**src/design/bmp_pkg.sv**
```systemverilog
// Package for the 24-bit BMP stream decoder: header layout, limits,
// phase and result-kind codes, and the item and result structs.
// No dependencies.
package bmp_pkg;

  // Image limits accepted by the decoder
  localparam int unsigned MAX_WIDTH  = 4096;
  localparam int unsigned MAX_HEIGHT = 4096;
  localparam int unsigned MAX_DIM    = (MAX_WIDTH > MAX_HEIGHT) ? MAX_WIDTH : MAX_HEIGHT;
  // Row and column counters must hold the dimension itself
  localparam int unsigned DIM_W      = $clog2(MAX_DIM + 1);

  // Fixed field widths of the result beat
  localparam int unsigned IDX_W      = 24;
  localparam int unsigned OUT_DIM_W  = 13;

  // Header layout (byte offsets, little-endian fields)
  localparam int unsigned HDR_LEN    = 54;
  localparam int unsigned HDR_POS_W  = 6;
  localparam int unsigned OFS_SIG0   = 0;
  localparam int unsigned OFS_SIG1   = 1;
  localparam int unsigned OFS_START  = 10;
  localparam int unsigned OFS_WIDTH  = 18;
  localparam int unsigned OFS_HEIGHT = 22;
  localparam int unsigned OFS_DEPTH  = 28;

  localparam logic [7:0]  SIG_B      = 8'h42;
  localparam logic [7:0]  SIG_M      = 8'h4D;
  localparam logic [15:0] DEPTH_RGB  = 16'd24;

  typedef enum logic [2:0] {
    PH_HEADER = 3'd0,
    PH_SKIP   = 3'd1,
    PH_PIXELS = 3'd2,
    PH_PAD    = 3'd3,
    PH_DONE   = 3'd4
  } phase_e;

  typedef enum logic [1:0] {
    KIND_PIXEL     = 2'd0,
    KIND_BAD_SIG   = 2'd1,
    KIND_BAD_DEPTH = 2'd2,
    KIND_BAD_SIZE  = 2'd3
  } kind_e;

  typedef struct packed {
    logic [7:0] data_byte;
    logic       first_byte;
  } in_item_t;

  typedef struct packed {
    kind_e                  kind;
    logic [7:0]             red;
    logic [7:0]             green;
    logic [7:0]             blue;
    logic [IDX_W-1:0]       pixel_index;
    logic [OUT_DIM_W-1:0]   image_width;
    logic [OUT_DIM_W-1:0]   image_height;
    logic                   last_pixel;
  } result_t;

endpackage

```
**src/design/bmp_byte_if.sv**
```systemverilog
// Byte channel into the BMP decoder: valid/ready plus one file byte.
// Depends on nothing.
interface bmp_byte_if;
  logic       valid;
  logic       ready;
  logic [7:0] data_byte;
  logic       first_byte;

  modport source (output valid, output data_byte, output first_byte, input ready);
  modport sink   (input valid, input data_byte, input first_byte, output ready);
endinterface

```
**src/design/bmp_pix_if.sv**
```systemverilog
// Result channel out of the BMP decoder: valid/ready plus pixel or error beat.
// Depends on nothing.
interface bmp_pix_if;
  logic        valid;
  logic        ready;
  logic [1:0]  kind;
  logic [7:0]  red;
  logic [7:0]  green;
  logic [7:0]  blue;
  logic [23:0] pixel_index;
  logic [12:0] image_width;
  logic [12:0] image_height;
  logic        last_pixel;

  modport source (output valid, output kind, output red, output green, output blue,
                  output pixel_index, output image_width, output image_height,
                  output last_pixel, input ready);
  modport sink   (input valid, input kind, input red, input green, input blue,
                  input pixel_index, input image_width, input image_height,
                  input last_pixel, output ready);
endinterface

```
**src/design/bmp_in_reg.sv**
```systemverilog
// Input register of the BMP decoder: holds one byte beat for the parser.
// Depends on bmp_pkg and bmp_byte_if.
module bmp_in_reg (
  input  logic              clk_i,
  input  logic              rst_ni,
  bmp_byte_if.sink          byte_i,
  input  logic              take_i,
  output logic              item_valid_o,
  output bmp_pkg::in_item_t item_o
);
  import bmp_pkg::*;

  logic     valid_q, valid_d;
  in_item_t item_q;
  logic     load;

  // Ready whenever the held beat is empty or leaves this cycle
  assign byte_i.ready = !valid_q || take_i;
  assign load         = byte_i.valid && byte_i.ready;

  always_comb begin
    valid_d = valid_q;
    if (load) begin
      valid_d = 1'b1;
    end else if (take_i) begin
      valid_d = 1'b0;
    end
  end

  always_ff @(posedge clk_i or negedge rst_ni) begin
    if (!rst_ni) begin
      valid_q <= 1'b0;
    end else begin
      valid_q <= valid_d;
    end
  end

  // Payload needs no reset
  always_ff @(posedge clk_i) begin
    if (load) begin
      item_q.data_byte  <= byte_i.data_byte;
      item_q.first_byte <= byte_i.first_byte;
    end
  end

  assign item_valid_o = valid_q;
  assign item_o       = item_q;

endmodule

```
**src/design/bmp_parser.sv**
```systemverilog
// Parser of the BMP decoder: header capture and checks, offset skip,
// pixel assembly with row padding and flip. Depends on bmp_pkg.
module bmp_parser (
  input  logic              clk_i,
  input  logic              rst_ni,
  input  logic              item_valid_i,
  input  bmp_pkg::in_item_t item_i,
  input  logic              can_take_i,
  output logic              take_o,
  output logic              res_valid_o,
  output bmp_pkg::result_t  res_o
);
  import bmp_pkg::*;

  phase_e           phase_q, phase_d, cur_phase;
  logic [31:0]      pos_q, pos_d, cur_pos;
  logic             sig_ok_q, sig_ok_d;
  logic [31:0]      width_q, width_d;
  logic [31:0]      height_q, height_d;
  logic [15:0]      depth_q, depth_d;
  logic [31:0]      start_q, start_d;
  logic [DIM_W-1:0] row_q, row_d;
  logic [DIM_W-1:0] col_q, col_d;
  logic [1:0]       bip_q, bip_d;
  logic [1:0]       pad_q, pad_d;
  logic [7:0]       blue_q, blue_d;
  logic [7:0]       green_q, green_d;
  logic [IDX_W-1:0] row_base_q, row_base_d;
  logic             top_down_q, top_down_d;

  // Header-derived values, settled long before the last header byte
  logic [31:0]      abs_h_q, abs_h_d;
  logic [IDX_W-1:0] base_init_q, base_init_d;

  logic [HDR_POS_W-1:0] hdr_pos;
  logic [1:0]           lane;
  logic [DIM_W-1:0]     w_dim, h_dim;
  logic                 take, do_pixel, end_row, last;
  logic                 size_bad;
  logic [7:0]           b;

  assign w_dim = width_q[DIM_W-1:0];
  assign h_dim = abs_h_q[DIM_W-1:0];
  assign b     = item_i.data_byte;

  // Absolute height and the start of the bottom row for flipped images
  assign abs_h_d     = height_q[31] ? (32'd0 - height_q) : height_q;
  assign base_init_d = IDX_W'(IDX_W'(DIM_W'(h_dim - 1'b1)) * IDX_W'(w_dim));

  assign size_bad = width_q[31] || (width_q == 32'd0) || (width_q > 32'(MAX_WIDTH)) ||
                    (abs_h_q == 32'd0) || (abs_h_q > 32'(MAX_HEIGHT)) ||
                    (start_q < 32'(HDR_LEN));

  // Next state and result for the beat in the input register
  always_comb begin
    take      = item_valid_i && can_take_i;
    cur_phase = item_i.first_byte ? PH_HEADER : phase_q;
    cur_pos   = item_i.first_byte ? 32'd0 : pos_q;
    hdr_pos   = cur_pos[HDR_POS_W-1:0];
    lane      = 2'd0;

    phase_d    = phase_q;
    sig_ok_d   = sig_ok_q;
    width_d    = width_q;
    height_d   = height_q;
    depth_d    = depth_q;
    start_d    = start_q;
    row_d      = row_q;
    col_d      = col_q;
    bip_d      = bip_q;
    pad_d      = pad_q;
    blue_d     = blue_q;
    green_d    = green_q;
    row_base_d = row_base_q;
    top_down_d = top_down_q;

    // A marked first byte restarts the parse from a clean state
    if (item_i.first_byte) begin
      phase_d    = PH_HEADER;
      sig_ok_d   = 1'b0;
      width_d    = '0;
      height_d   = '0;
      depth_d    = '0;
      start_d    = '0;
      row_d      = '0;
      col_d      = '0;
      bip_d      = '0;
      pad_d      = '0;
      blue_d     = '0;
      green_d    = '0;
      row_base_d = '0;
      top_down_d = 1'b0;
    end

    pos_d = (cur_pos == 32'hFFFF_FFFF) ? cur_pos : cur_pos + 32'd1;

    res_valid_o = 1'b0;
    res_o       = '0;
    res_o.kind  = KIND_PIXEL;
    do_pixel    = 1'b0;
    end_row     = 1'b0;
    last        = 1'b0;

    unique case (cur_phase)
      PH_HEADER: begin
        // Field capture, one byte lane at a time
        if (hdr_pos == HDR_POS_W'(OFS_SIG0)) begin
          sig_ok_d = (b == SIG_B);
        end else if (hdr_pos == HDR_POS_W'(OFS_SIG1)) begin
          sig_ok_d = sig_ok_q && (b == SIG_M);
        end else if (hdr_pos >= HDR_POS_W'(OFS_START) &&
                     hdr_pos <  HDR_POS_W'(OFS_START + 4)) begin
          lane = 2'(hdr_pos - HDR_POS_W'(OFS_START));
          start_d[8*lane +: 8] = b;
        end else if (hdr_pos >= HDR_POS_W'(OFS_WIDTH) &&
                     hdr_pos <  HDR_POS_W'(OFS_WIDTH + 4)) begin
          lane = 2'(hdr_pos - HDR_POS_W'(OFS_WIDTH));
          width_d[8*lane +: 8] = b;
        end else if (hdr_pos >= HDR_POS_W'(OFS_HEIGHT) &&
                     hdr_pos <  HDR_POS_W'(OFS_HEIGHT + 4)) begin
          lane = 2'(hdr_pos - HDR_POS_W'(OFS_HEIGHT));
          height_d[8*lane +: 8] = b;
        end else if (hdr_pos >= HDR_POS_W'(OFS_DEPTH) &&
                     hdr_pos <  HDR_POS_W'(OFS_DEPTH + 2)) begin
          lane = 2'(hdr_pos - HDR_POS_W'(OFS_DEPTH));
          depth_d[8*lane[0] +: 8] = b;
        end

        // Last header byte: validate, then set up the pixel walk
        if (hdr_pos == HDR_POS_W'(HDR_LEN - 1)) begin
          if (!sig_ok_q) begin
            res_valid_o = 1'b1;
            res_o.kind  = KIND_BAD_SIG;
            phase_d     = PH_DONE;
          end else if (depth_q != DEPTH_RGB) begin
            res_valid_o = 1'b1;
            res_o.kind  = KIND_BAD_DEPTH;
            phase_d     = PH_DONE;
          end else if (size_bad) begin
            res_valid_o = 1'b1;
            res_o.kind  = KIND_BAD_SIZE;
            phase_d     = PH_DONE;
          end else begin
            top_down_d = height_q[31];
            row_d      = '0;
            col_d      = '0;
            bip_d      = '0;
            row_base_d = height_q[31] ? '0 : base_init_q;
            phase_d    = (start_q == 32'(HDR_LEN)) ? PH_PIXELS : PH_SKIP;
          end
        end
      end
      PH_SKIP: begin
        if (cur_pos >= start_q) begin
          phase_d  = PH_PIXELS;
          do_pixel = 1'b1;
        end
      end
      PH_PIXELS: begin
        do_pixel = 1'b1;
      end
      PH_PAD: begin
        if (pad_q != 2'd0) begin
          pad_d = pad_q - 2'd1;
        end
        end_row = (pad_q <= 2'd1);
      end
      default: begin
      end
    endcase

    // Pixel bytes arrive as blue, green, red
    if (do_pixel) begin
      case (bip_q)
        2'd0: begin
          blue_d = b;
          bip_d  = 2'd1;
        end
        2'd1: begin
          green_d = b;
          bip_d   = 2'd2;
        end
        default: begin
          bip_d = 2'd0;
          last  = (row_q == DIM_W'(h_dim - 1'b1)) && (col_q == DIM_W'(w_dim - 1'b1));
          res_valid_o        = 1'b1;
          res_o.kind         = KIND_PIXEL;
          res_o.red          = b;
          res_o.green        = green_q;
          res_o.blue         = blue_q;
          res_o.pixel_index  = row_base_q + IDX_W'(col_q);
          res_o.image_width  = width_q[OUT_DIM_W-1:0];
          res_o.image_height = abs_h_q[OUT_DIM_W-1:0];
          res_o.last_pixel   = last;
          col_d = DIM_W'(col_q + 1'b1);
          if (DIM_W'(col_q + 1'b1) == w_dim) begin
            pad_d = w_dim[1:0];
            if (w_dim[1:0] != 2'd0 && !last) begin
              phase_d = PH_PAD;
            end else begin
              end_row = 1'b1;
            end
          end
        end
      endcase
    end

    // Row wrap: step the destination row up or down
    if (end_row) begin
      row_d = DIM_W'(row_q + 1'b1);
      col_d = '0;
      if (DIM_W'(row_q + 1'b1) == h_dim) begin
        phase_d = PH_DONE;
      end else begin
        row_base_d = top_down_q ? row_base_q + IDX_W'(w_dim) : row_base_q - IDX_W'(w_dim);
        phase_d    = PH_PIXELS;
      end
    end
  end

  assign take_o = take;

  // Parse state, advanced once per consumed beat
  always_ff @(posedge clk_i or negedge rst_ni) begin
    if (!rst_ni) begin
      phase_q    <= PH_HEADER;
      pos_q      <= '0;
      sig_ok_q   <= 1'b0;
      width_q    <= '0;
      height_q   <= '0;
      depth_q    <= '0;
      start_q    <= '0;
      row_q      <= '0;
      col_q      <= '0;
      bip_q      <= '0;
      pad_q      <= '0;
      blue_q     <= '0;
      green_q    <= '0;
      row_base_q <= '0;
      top_down_q <= 1'b0;
    end else if (take) begin
      phase_q    <= phase_d;
      pos_q      <= pos_d;
      sig_ok_q   <= sig_ok_d;
      width_q    <= width_d;
      height_q   <= height_d;
      depth_q    <= depth_d;
      start_q    <= start_d;
      row_q      <= row_d;
      col_q      <= col_d;
      bip_q      <= bip_d;
      pad_q      <= pad_d;
      blue_q     <= blue_d;
      green_q    <= green_d;
      row_base_q <= row_base_d;
      top_down_q <= top_down_d;
    end
  end

  // Derived header values follow the captured fields every cycle
  always_ff @(posedge clk_i or negedge rst_ni) begin
    if (!rst_ni) begin
      abs_h_q     <= '0;
      base_init_q <= '0;
    end else begin
      abs_h_q     <= abs_h_d;
      base_init_q <= base_init_d;
    end
  end

  // Padding is only entered with bytes left to drop
  a_pad_nonzero: assert property (@(posedge clk_i) disable iff (!rst_ni)
    phase_q == PH_PAD |-> pad_q != 2'd0)
    else $error("pad phase with zero pad count");

  // The walk never runs past the last row
  a_row_in_range: assert property (@(posedge clk_i) disable iff (!rst_ni)
    (phase_q == PH_PIXELS || phase_q == PH_PAD) |-> row_q < h_dim)
    else $error("row counter beyond image height");

  // Columns stay inside the row while pixels are read
  a_col_in_range: assert property (@(posedge clk_i) disable iff (!rst_ni)
    phase_q == PH_PIXELS |-> col_q < w_dim)
    else $error("column counter beyond image width");

  // The final pixel ends the image
  a_last_done: assert property (@(posedge clk_i) disable iff (!rst_ni)
    (take && res_valid_o && res_o.last_pixel) |=> phase_q == PH_DONE)
    else $error("parse continues after last pixel");

endmodule

```
**src/design/bmp_out_reg.sv**
```systemverilog
// Result register of the BMP decoder: holds one pixel or error beat.
// Depends on bmp_pkg and bmp_pix_if.
module bmp_out_reg (
  input  logic             clk_i,
  input  logic             rst_ni,
  input  logic             take_i,
  input  logic             res_valid_i,
  input  bmp_pkg::result_t res_i,
  output logic             can_take_o,
  bmp_pix_if.source        pix_o
);
  import bmp_pkg::*;

  logic    valid_q, valid_d;
  result_t res_q;
  logic    load;

  assign can_take_o = !valid_q || pix_o.ready;
  assign load       = take_i && res_valid_i;

  always_comb begin
    valid_d = valid_q;
    if (load) begin
      valid_d = 1'b1;
    end else if (pix_o.ready) begin
      valid_d = 1'b0;
    end
  end

  always_ff @(posedge clk_i or negedge rst_ni) begin
    if (!rst_ni) begin
      valid_q <= 1'b0;
    end else begin
      valid_q <= valid_d;
    end
  end

  always_ff @(posedge clk_i) begin
    if (load) begin
      res_q <= res_i;
    end
  end

  assign pix_o.valid        = valid_q;
  assign pix_o.kind         = res_q.kind;
  assign pix_o.red          = res_q.red;
  assign pix_o.green        = res_q.green;
  assign pix_o.blue         = res_q.blue;
  assign pix_o.pixel_index  = res_q.pixel_index;
  assign pix_o.image_width  = res_q.image_width;
  assign pix_o.image_height = res_q.image_height;
  assign pix_o.last_pixel   = res_q.last_pixel;

endmodule

```
**src/design/bmp24_stream_decoder.sv**
```systemverilog
// Top level of the 24-bit BMP stream decoder.
// Depends on bmp_pkg, bmp_byte_if, bmp_pix_if, bmp_in_reg, bmp_parser, bmp_out_reg.
//
// Feed a BMP file one byte per beat on byte_i, with first_byte set on byte 0
// (after reset the first byte is taken as byte 0 even unmarked). The 54-byte
// header is checked on its last byte; a bad signature, a depth other than 24
// bits, or a width/height outside 1..4096 or data offset under 54 gives one
// error beat and the rest of the file is dropped. Otherwise each B,G,R triple
// comes out as one pixel beat with its top-row-first index; row padding and
// trailing bytes are dropped. The decoder takes one byte per clock while
// the result register is empty or being read: a byte is held in the input
// register, and when the parser takes it, it updates its counters and loads
// any result into the result register, which drives the output.
// No clearing pass is needed after reset.
module bmp24_stream_decoder (
  input  logic      clk_i,
  input  logic      rst_ni,
  bmp_byte_if.sink  byte_i,
  bmp_pix_if.source pix_o
);
  import bmp_pkg::*;

  logic     item_valid;
  in_item_t item;
  logic     take;
  logic     can_take;
  logic     res_valid;
  result_t  res;

  bmp_in_reg u_in_reg (
    .clk_i        (clk_i),
    .rst_ni       (rst_ni),
    .byte_i       (byte_i),
    .take_i       (take),
    .item_valid_o (item_valid),
    .item_o       (item)
  );

  bmp_parser u_parser (
    .clk_i        (clk_i),
    .rst_ni       (rst_ni),
    .item_valid_i (item_valid),
    .item_i       (item),
    .can_take_i   (can_take),
    .take_o       (take),
    .res_valid_o  (res_valid),
    .res_o        (res)
  );

  bmp_out_reg u_out_reg (
    .clk_i       (clk_i),
    .rst_ni      (rst_ni),
    .take_i      (take),
    .res_valid_i (res_valid),
    .res_i       (res),
    .can_take_o  (can_take),
    .pix_o       (pix_o)
  );

endmodule

```
**src/flat_wrapper.sv**
```systemverilog
// flat-port wrapper written by rule: the top's interface ports become plain ports
module bmp24_stream_decoder_flat import bmp_pkg::*;
  (clk_i, rst_ni, byte_i_valid, byte_i_data_byte, byte_i_first_byte, byte_i_ready, pix_o_valid, pix_o_kind, pix_o_red, pix_o_green, pix_o_blue, pix_o_pixel_index, pix_o_image_width, pix_o_image_height, pix_o_last_pixel, pix_o_ready);
  bmp_byte_if byte_i_i ();
  bmp_pix_if pix_o_i ();
  input  logic clk_i;
  input  logic rst_ni;
  input wire logic [$bits(byte_i_i.valid)-1:0] byte_i_valid;
  input wire logic [$bits(byte_i_i.data_byte)-1:0] byte_i_data_byte;
  input wire logic [$bits(byte_i_i.first_byte)-1:0] byte_i_first_byte;
  output wire logic [$bits(byte_i_i.ready)-1:0] byte_i_ready;
  output wire logic [$bits(pix_o_i.valid)-1:0] pix_o_valid;
  output wire logic [$bits(pix_o_i.kind)-1:0] pix_o_kind;
  output wire logic [$bits(pix_o_i.red)-1:0] pix_o_red;
  output wire logic [$bits(pix_o_i.green)-1:0] pix_o_green;
  output wire logic [$bits(pix_o_i.blue)-1:0] pix_o_blue;
  output wire logic [$bits(pix_o_i.pixel_index)-1:0] pix_o_pixel_index;
  output wire logic [$bits(pix_o_i.image_width)-1:0] pix_o_image_width;
  output wire logic [$bits(pix_o_i.image_height)-1:0] pix_o_image_height;
  output wire logic [$bits(pix_o_i.last_pixel)-1:0] pix_o_last_pixel;
  input wire logic [$bits(pix_o_i.ready)-1:0] pix_o_ready;
  assign byte_i_i.valid = byte_i_valid;
  assign byte_i_i.data_byte = byte_i_data_byte;
  assign byte_i_i.first_byte = byte_i_first_byte;
  assign byte_i_ready = byte_i_i.ready;
  assign pix_o_valid = pix_o_i.valid;
  assign pix_o_kind = pix_o_i.kind;
  assign pix_o_red = pix_o_i.red;
  assign pix_o_green = pix_o_i.green;
  assign pix_o_blue = pix_o_i.blue;
  assign pix_o_pixel_index = pix_o_i.pixel_index;
  assign pix_o_image_width = pix_o_i.image_width;
  assign pix_o_image_height = pix_o_i.image_height;
  assign pix_o_last_pixel = pix_o_i.last_pixel;
  assign pix_o_i.ready = pix_o_ready;
  bmp24_stream_decoder u_core (.clk_i(clk_i), .rst_ni(rst_ni), .byte_i(byte_i_i), .pix_o(pix_o_i));
endmodule
```
**config.mk**
```make
export PLATFORM = sky130hd
export DESIGN_NAME = bmp24_stream_decoder_flat
export DESIGN_NICKNAME = d
export VERILOG_FILES = /design/src/design/bmp_pkg.sv /design/src/design/bmp_byte_if.sv /design/src/design/bmp_pix_if.sv /design/src/design/bmp_in_reg.sv /design/src/design/bmp_parser.sv /design/src/design/bmp_out_reg.sv /design/src/design/bmp24_stream_decoder.sv /design/src/flat_wrapper.sv
export SDC_FILE = /design/constraint.sdc
export NUM_CORES = 1
export LEC_CHECK = 0
export ABC_CLOCK_PERIOD_IN_PS = 6790
export BUFFER_PORTS_ARGS = -buffer_cell sky130_fd_sc_hd__buf_4
export CORE_UTILIZATION = 35
export CTS_CLUSTER_DIAMETER = 200
export DETAILED_ROUTE_END_ITERATION = 6
export SYNTH_ARGS = -nofsm -noshare
export SYNTH_HDL_FRONTEND = slang
export SYNTH_SLANG_ARGS = --single-unit
```
**constraint.sdc**
```tcl
create_clock -name clk_i -period 6.79 [get_ports clk_i]
set_clock_uncertainty 0.15 [all_clocks]
set_input_delay 1.358 -clock clk_i [delete_from_list [all_inputs] [get_ports clk_i]]
set_output_delay 1.358 -clock clk_i [all_outputs]
set_load 0.01 [all_outputs]
```
==> results of run 1 <==
## flip-flops by register name, indices dropped and copies added (netlist names), 2 cells and up
signal,cells
u_core.u_out_reg.pix_o.image_width,13
u_core.u_parser.col_q,13
u_core.u_parser.bip_q,2
u_core.u_in_reg.item_o,9
u_core.u_parser.abs_h_q,32
u_core.u_parser.depth_q,16
u_core.u_parser.pos_q,32
u_core.u_parser.width_q,32
u_core.u_out_reg.pix_o.kind,2
u_core.u_parser.row_base_q,24
u_core.u_parser.phase_q,3
u_core.u_out_reg.pix_o.green,8
u_core.u_out_reg.pix_o.pixel_index,24
u_core.u_parser.green_q,8
u_core.u_parser.pad_q,2
u_core.u_out_reg.pix_o.red,8
u_core.u_out_reg.pix_o.image_height,13
u_core.u_parser.blue_q,8
u_core.u_parser.base_init_q,24
u_core.u_parser.start_q,32
u_core.u_parser.row_q,13
u_core.u_parser.height_q,32
u_core.u_out_reg.pix_o.blue,8
## cell usage after synthesis (5+ instances only)
cell type  instances  area share [%]
dfrtp_1          277              27
nand2_1          243             3.6
inv_1            236             3.5
nor2_1           171             2.5
ha_1             142             7.0
fa_1             122             9.6
xnor2_1          116             4.0
clkbuf_1         114             1.7
and2_1           112             2.8
a22o_1           111             3.8
o21ai_0           98             1.9
a21oi_1           90             1.8
edfxtp_1          86              10
xor2_1            68             2.3
nor3_1            54             1.1
nand3_1           48            0.95
nor4_1            48             1.2
nor2b_1           47             1.2
a32o_1            42             1.7
nand4_1           34            0.84
a21o_1            31            0.92
or3_1             25            0.62
o31ai_1           23            0.68
nand2b_1          22            0.54
and3_1            18            0.44
buf_2             16            0.32
a31oi_1           14            0.34
o211ai_1          13            0.38
or4_1             13            0.38
o21a_1            12            0.35
buf_1              9            0.13
mux2i_1            9            0.35
a211oi_1           8            0.24
and4_1             8            0.28
nor4b_1            8            0.28
or2_2              8            0.20
o41ai_1            7            0.24
nand4b_1           6            0.21
o21ai_1            6            0.12
o2bb2ai_1          6            0.21
mux2_2             5            0.22
nand3b_1           5            0.15
## layout by cell type, fill, tap and decap left out, types with 45 or more instances in the layout
master       n
dfrtp_1    274
nand2_1    241
inv_1      236
buf_4      178
nor2_1     169
ha_1       140
fa_1       122
xnor2_1    115
and2_1     111
a22o_1     111
o21ai_0     97
a21oi_1     89
edfxtp_1    86
xor2_1      66
nor3_1      53
nor4_1      47
nand3_1     47
nor2b_1     47
clkbuf_16   45
## report_power, final
part	switching, W	internal, W	leakage (nW)
Clock	0.000997	0.00138	0.720
Sequential	0.0000409	0.00225	4.84
Combinational	0.000235	0.0000966	7.96
Total	0.00127	0.00372	13.5
## repair_timing
item                                    CTS  global route
setup buffers                             0             3
hold buffers                              0             0
endpoints found under the setup margin    0             5
gates resized for setup                   0            20
## metrics by stage
stage          utilization [%]  setup TNS (ps)
5_1_grt                   40.4           -93.9
3_5_place_dp              38.2               0
4_1_cts                   40.3               0
2_1_floorplan                -            -152
3_3_place_gp              38.2               0
6_report                  40.4               0
## final timing paths
| check | start | endpoint | slack [ps] |
|---|---|---|---|
| max in group asynchronous | rst_ni | u_core.u_parser.green_q[7] | 4420 |
| setup / recovery | u_core.u_parser.abs_h_q[0] | u_core.u_parser.base_init_q[23] | 270 |
| min in group asynchronous | rst_ni | u_core.u_parser.depth_q[11] | 600 |
| hold reg to reg | u_core.u_parser.height_q[30] | u_core.u_parser.abs_h_q[31] | 340 |
| hold / removal | u_core.u_parser.height_q[30] | u_core.u_parser.abs_h_q[31] | 340 |
| setup reg to reg | u_core.u_parser.abs_h_q[0] | u_core.u_parser.base_init_q[23] | 270 |
## cell families (layout without fill, tap and decap cells)
group                    count (synthesis)  in the layout
AO/OA/AOI/OAI                          522            522
AND/OR/NAND/NOR                        897            897
other                                    0              1
XOR/XNOR                               185            185
flip-flops                             363            363
buffers and inverters                  379            497
adder cells (fa/ha/maj)                264            264
multiplexers                            14             14
## area by class of cell
| cell class | count | area, um2 |
|---|---|---|
| inverter | 237 | 890 |
| tap | 950 | 1190 |
| sequential | 363 | 9520 |
| fill | 7001 | 42600 |
| timing repair buffer | 180 | 1360 |
| clock inverter | 20 | 209 |
| multi-input combinational | 1882 | 14500 |
| clock buffer | 60 | 1250 |
| antenna | 1 | 2.50 |
## layer usage
metal	GRT usage, %	share of wire, %	vias up
met2	33.9	49	636
met4	6.42	2.9	0
met1	26.1	43	10100
li1	-	-	9350
met3	2.57	5.7	123
met5	0	0	-
==> impl_metrics.ini, run 1 <==
[routing]
drtIter0Drc = 1429
viasPerCell = 5.46
ant_nets = 0
drc = 0
routed_wirelength_mm = 73.4
wire_per_inst_um = 19.9
num_vias = 20200
drtPass1Iterations = 6

[worst_hold_path]
hp-class = reg -> reg
whs_path_depth = 1

[clock_network]
cts-root-buf = clkbuf_16
htree_levels = 2
insertion_delay_ps = 610
clk_pin_slew_ps = 60
cts.sinks = 363
cts_tree = done
cts_buffers = 44
clockBufferDepth = 3

[floorplan]
die_h_um = 271
dieWidth_um = 271
std_cell_rows = 98
die_area_mm2 = 0.0737
io_pins = 92
coreArea_mm2 = 0.0716
initial_core_util_pct = 35.5

[yosys]
async_flop_share_pct = 76.3
syn_avg_cell_area_um2 = 9.68
muxShareOfSynthArea_pct = 0.576
yosys.cell_types.count = 89
synth_top_family_by_area = simple AND/OR/NAND/NOR gates
synth-compound-area-share_pct = 14.9
synth_nets = 2901
seq_area_frac_synth_pct = 37.5
synthFlopType = dfrtp_1
mappedNetlistArea_mm2 = 0.0254
synth_xor_area_share_pct = 6.41
synth-simple-area-share_pct = 18.3
synthAdderAreaFrac_pct = 16.6
synth_seq_cells = 363
yosysWarnings = 0
synth_edf_count = 86
syn_inst = 2624

[global_routing]
grt_pass1_wl_mm = 116
antenna_found_initial = 0
grt-ovfl-total = 0
grt_pass1_vias = 20400
grt_use_total_pct = 19.9
grt_max_degree = 100

[critical_path]
critPathCaptureType = register
critical_path.top_delay_family = adder cells
cp_slowest_cell = fa_1
path_class = reg -> reg
slowest_delay_ps = 540
path_buf_inv = 7
arrival_ps = 6790
r2r_cells = 26
cp.depth = 26
start_kind = register
cp_max_fo = 6
worstPathRequired_ps = 7060

[sta]
setup_ws_ps = 272
slew_headroom_pct = 15.5
rsz0062_at_grt = yes
max_freq_mhz = 153
holdWs_ps = 339
fin_crit_ps = 6520
worst_pin_slew_ps = 1260
period_share_pct = 96.0
slew_violations = 0
final-setup-viol-count = 0
finalHoldViolCount = 0

[power_and_ir_drop]
cellPowerDensity_mw_per_mm2 = 173
power_leakage_nw = 13.5
p_total_w = 0.00500
vdd_ir_drop_max_v = 0.000162

[placed_design]
routabilityCongestion = 0.914
placed_area_mm2 = 0.0274
place_inst = 3608
pre_cts_ws_ps = 72.1
place_hpwl_mm = 53.9
port-buffer-count = 91

[final_layout]
synthToLayoutAreaGrowth_pct = 14.0
final_area_mm2 = 0.0290
final_nets = 2985
drive_above_1_share_pct = 11.4
layout.cells.non_filler = 3693

[job]
cap_violations = 0

[outcome]
status = completed
No activity file was read; power rests on OpenSTA's default activity.
==> run 2, diff against run 1 <==
--- a/config.mk
+++ b/config.mk
@@ -7,6 +7,7 @@
 export LEC_CHECK = 0
 export ABC_CLOCK_PERIOD_IN_PS = 6790
 export BUFFER_PORTS_ARGS = -buffer_cell sky130_fd_sc_hd__buf_4
+export CORE_ASPECT_RATIO = 1.1
 export CORE_UTILIZATION = 35
 export CTS_CLUSTER_DIAMETER = 200
 export DETAILED_ROUTE_END_ITERATION = 6
==> impl_metrics.ini, run 2 (synthesis gave the netlist of run 1 again) <==
[critical_path]
start_kind = register
path_class = reg -> reg
cp_slowest_cell = fa_1
slowest_delay_ps = 550
path_buf_inv = 7
arrival_ps = 6890
critical_path.top_delay_family = adder cells
worstPathRequired_ps = 7150
critPathCaptureType = register
cp_max_fo = 9

[sta]
worst_pin_slew_ps = 1210
fin_crit_ps = 6530
setup_ws_ps = 261
finalHoldViolCount = 0
period_share_pct = 96.2
final-setup-viol-count = 0
totalNegativeSetupSlack_ps = 0
slew_headroom_pct = 18.7
slew_violations = 0
max_freq_mhz = 153

[placed_design]
placed_area_mm2 = 0.0273
place_hpwl_mm = 54.5
port-buffer-count = 91
pre_cts_ws_ps = -55.7
routabilityCongestion = 0.937

[clock_network]
clk_pin_slew_ps = 60
htree_levels = 2
clockBufferDepth = 3
cts_buffers = 43
insertion_delay_ps = 610
cts.hold.buffers_added = 0
cts-root-buf = clkbuf_16
cts.sinks = 363
cts_tree = done

[global_routing]
grt-ovfl-total = 0
antenna_found_initial = 0
busiest_layer = met2
grt.met2_usage_pct = 35.8
grt_pass1_wl_mm = 117
use_met1_pct = 24.4
grt_max_degree = 86
grtUsageMet3_pct = 2.23
grt_use_total_pct = 20.1
grt_pass1_vias = 20600

[final_layout]
mostFrequentLayoutCell = dfrtp_1
n_antenna_cell = 0
most-common-layout-cells = dfrtp_1 (276), nand2_1 (241), inv_1 (236)
nFillCells = 6960
synthToLayoutAreaGrowth_pct = 14.3
final_nets = 2974
final_area_mm2 = 0.0290
drive_above_1_share_pct = 11.6

[outcome]
status = completed

[floorplan]
dieWidth_um = 259
die_h_um = 285
io_pins = 92
initial_core_util_pct = 35.4
std_cell_rows = 103
die_area_mm2 = 0.0737
coreArea_mm2 = 0.0718

[power_and_ir_drop]
power_leakage_nw = 13.5
p_total_w = 0.00503
vdd_ir_drop_max_v = 0.000169
cellPowerDensity_mw_per_mm2 = 173

[routing]
wire_per_inst_um = 20.1
drtIter0Drc = 1408
routed_wirelength_mm = 74.0
ant_nets = 0
drtPass1Iterations = 7
num_vias = 20000
drc = 0
viasPerCell = 5.45

[job]
cap_violations = 0

[worst_hold_path]
hp-class = reg -> reg
==> run 2: cell types whose count changed in the layout (fill, tap and decap cells not counted), moves of 4 or more <==
cell,change
buf_4,-11
clkinv_4,+4
clkinv_2,+6
clkbuf_1,-5
==> run 2: worst paths after layout <==
check	slack [ps]	from	to	depth (start not counted)
worst max-delay path	260	u_core.u_parser.abs_h_q[0]	u_core.u_parser.base_init_q[22]	26
worst min-delay path	340	u_core.u_parser.height_q[0]	u_core.u_parser.abs_h_q[0]	0
worst max register to register	260	u_core.u_parser.abs_h_q[0]	u_core.u_parser.base_init_q[22]	26
worst min register to register	340	u_core.u_parser.height_q[0]	u_core.u_parser.abs_h_q[0]	0
max in group asynchronous	4540	rst_ni	u_core.u_parser.abs_h_q[0]	2
min in group asynchronous	580	rst_ni	u_core.u_parser.pos_q[28]	1
==> run 2: power breakdown <==
part | internal [W] | total, W | leakage, nW | switching (W)
logic | 0.0000949 | 0.000327 | 7.94 | 0.000232
registers | 0.00225 | 0.00229 | 4.84 | 0.0000422
clock network | 0.00138 | 0.00241 | 0.731 | 0.00103
total | 0.00372 | 0.00503 | 13.5 | 0.00131
==> run 2: what timing repair did <==
action / CTS / global route
gates resized for setup: 1 / 30
setup endpoints to repair: 2 / 5
setup buffers: 0 / 5
pin swaps: 0 / 11
cloned: 0 / 0
==> run 2: cell type report <==
| cell class | instances | area, um2 | area share [%] |
|---|---|---|---|
| multi-input combinational | 1882 | 14700 | 50.5 |
| sequential | 363 | 9520 | 32.8 |
| timing repair buffer | 170 | 1310 | 4.51 |
| tap | 945 | 1180 | 4.07 |
| clock buffer | 52 | 1180 | 4.07 |
| inverter | 237 | 890 | 3.06 |
| clock inverter | 28 | 297 | 1.02 |
==> run 2: metrics by stage <==
step	util (%)	hold slack [ps]	cells
finish	40.4	344	3677
global route	40.4	363	3677
CTS	40.1	337	3672
detailed placement	38.1	319	3592
global placement	38.1	311	3592
floorplan	-	259	2624
==> run 2: worst register-to-register path: cells and delay by family (launching register included) <==
kind                       cells  cell delay, ps
buffers and inverters          7             670
DFF                            1             440
adders and majority gates      7            3120
and+or+nand+nor                6            1050
xor gates and xnor gates       2             310
AOI/OAI and AO/OA              4             720
==> run 2: per-layer routing <==
layer  vias up  wire [um]  part of all wire, %
met1     10000      30200                   41
li1       9319          -                    -
met3       151       2980                  4.0
met2       529      37900                   51
met4         0       2920                  3.9
met5         -          0                    0
==> run 3, diff against run 2 <==
--- a/config.mk
+++ b/config.mk
@@ -6,11 +6,11 @@
 export NUM_CORES = 1
 export LEC_CHECK = 0
 export ABC_CLOCK_PERIOD_IN_PS = 6790
-export BUFFER_PORTS_ARGS = -buffer_cell sky130_fd_sc_hd__buf_4
 export CORE_ASPECT_RATIO = 1.1
 export CORE_UTILIZATION = 35
 export CTS_CLUSTER_DIAMETER = 200
 export DETAILED_ROUTE_END_ITERATION = 6
+export DONT_BUFFER_PORTS = 1
 export SYNTH_ARGS = -nofsm -noshare
 export SYNTH_HDL_FRONTEND = slang
 export SYNTH_SLANG_ARGS = --single-unit
==> impl_metrics.ini, run 3 (synthesis gave the netlist of run 1 again) <==
[critical_path]
endpoint = u_core.u_parser.base_init_q[22]
start_kind = register
path_buf_inv = 6
cp_max_fo = 5
cp_slowest_cell = fa_1
slowest_delay_ps = 530
r2r_slack_ps = 270
critical_path.top_delay_family = adder cells
arrival_ps = 6830
startpoint = u_core.u_parser.abs_h_q[0]
regToRegEndpoint = u_core.u_parser.base_init_q[22]
worstPathRequired_ps = 7100
r2r_start = u_core.u_parser.abs_h_q[0]
path_class = reg -> reg
critPathCaptureType = register
cp.depth = 25
r2r_cells = 25

[final_layout]
most-common-layout-cells = dfrtp_1 (275), nand2_1 (241), inv_1 (236)
synthToLayoutAreaGrowth_pct = 11.0
mostFrequentLayoutCell = dfrtp_1
final_nets = 2876
final_area_mm2 = 0.0282
final_util_pct = 39.3
drive_above_1_share_pct = 7.71

[routing]
routed_wirelength_mm = 73.6
ant_nets = 0
viasPerCell = 5.45
drtPass1Iterations = 6
drtIter0Drc = 1421
wl_met1_mm = 29.9
wire_per_inst_um = 20.6
routed-wl-met3_mm = 2.97
wl_met2_mm = 37.6
highest_layer = met4
drc = 0
num_vias = 19500

[floorplan]
dieWidth_um = 259
std_cell_rows = 103
initial_core_util_pct = 35.4
die_area_mm2 = 0.0737
io_pins = 92
die_h_um = 285
coreArea_mm2 = 0.0718

[sta]
totalNegativeSetupSlack_ps = 0
slew_headroom_pct = 17.1
final-setup-viol-count = 0
max_freq_mhz = 153
setup_ws_ps = 271
finalHoldViolCount = 0
slew_violations = 0
worst_pin_slew_ps = 1230
fin_crit_ps = 6520
period_share_pct = 96.0
holdWs_ps = 313
rsz0062_at_grt = no

[global_routing]
grt-ovfl-total = 0
grt_max_degree = 278
grt_use_total_pct = 20.2
antenna_found_initial = 1
grt_pass1_vias = 20200
grt_pass1_wl_mm = 117

[placed_design]
routabilityCongestion = 0.905
port-buffer-count = 0
pre_cts_ws_ps = -62.3
placed_area_mm2 = 0.0266
place_hpwl_mm = 53.7

[clock_network]
htree_levels = 2
cts.hold.buffers_added = 0
clk_pin_slew_ps = 60
cts-root-buf = clkbuf_16
cts.sinks = 363
cts_tree = done
cts_buffers = 42
insertion_delay_ps = 620
clockBufferDepth = 3

[worst_hold_path]
whs_path_depth = 0
min_from = u_core.u_parser.height_q[0]
hp-class = reg -> reg

[power_and_ir_drop]
power_leakage_nw = 13.0
internal_power_w = 0.00380
p_switching_w = 0.00125
power.share.sequential_pct = 45.5
cellPowerDensity_mw_per_mm2 = 179
swShare_pct = 24.7
comb_power_share_pct = 5.6
clkPwrFrac_pct = 49.0
vdd_ir_drop_max_v = 0.000206

[job]
cap_violations = 0

[outcome]
status = completed
[run 3: cell types whose count changed in the layout (fill, tap and decap cells not counted), moves of 3 or more]
| cell | delta |
|---|---|
| clkinv_4 | -3 |
| buf_4 | -94 |
| clkbuf_1 | +7 |
| clkinv_2 | -11 |
| ha_1 | +4 |
[run 3: repair_timing]
| item | CTS | global route |
|---|---|---|
| setup buffers | 0 | 6 |
| hold endpoints to repair | 0 | 0 |
| setup endpoints to repair | 2 | 6 |
| pin swaps | 0 | 5 |
| gates resized for setup | 2 | 18 |
[run 3: area by class of cell]
class | instances | area, um2
clock inverter | 17 | 288
timing repair buffer | 73 | 548
sequential | 363 | 9520
fill | 6908 | 43600
clock buffer | 60 | 1220
multi-input combinational | 1882 | 14600
tap | 945 | 1180
antenna | 1 | 2.50
inverter | 237 | 890
[run 3: power groups by stage]
stage | combinational, W | clock [W] | sequential (W)
6_report | 0.000280 | 0.00247 | 0.00229
5_1_grt | 0.000306 | 0.00262 | 0.00230
4_1_cts | 0.000279 | 0.00253 | 0.00229
3_5_place_dp | 0.000277 | 0 | 0.00233
3_3_place_gp | 0.000273 | 0 | 0.00233
2_1_floorplan | 0.000218 | 0 | 0.00230
[run 3: how the worst min path moves through the flow]
stage	slack, ps	to
after CTS	280	u_core.u_parser.start_q[27]
after floorplan	260	u_core.u_parser.abs_h_q[0]
after global placement	310	u_core.u_parser.abs_h_q[0]
after detailed placement	300	u_core.u_parser.abs_h_q[0]
final	310	u_core.u_parser.abs_h_q[0]
after global routing	290	u_core.u_parser.pos_q[21]
[run 3: metrics by stage]
| step | cells | power, W |
|---|---|---|
| final | 3578 | 0.00504 |
| after global routing | 3577 | 0.00522 |
| after CTS | 3571 | 0.00511 |
| after detailed placement | 3494 | 0.00261 |
| after global placement | 3494 | 0.00261 |
| after floorplan | 2624 | 0.00252 |
[run 3: routing by layer]
metal | up-vias | track usage [%]
met5 | - | 0
met4 | 0 | 8.61
met3 | 154 | 2.53
met2 | 505 | 35.8
met1 | 9723 | 24.4
li1 | 9116 | -
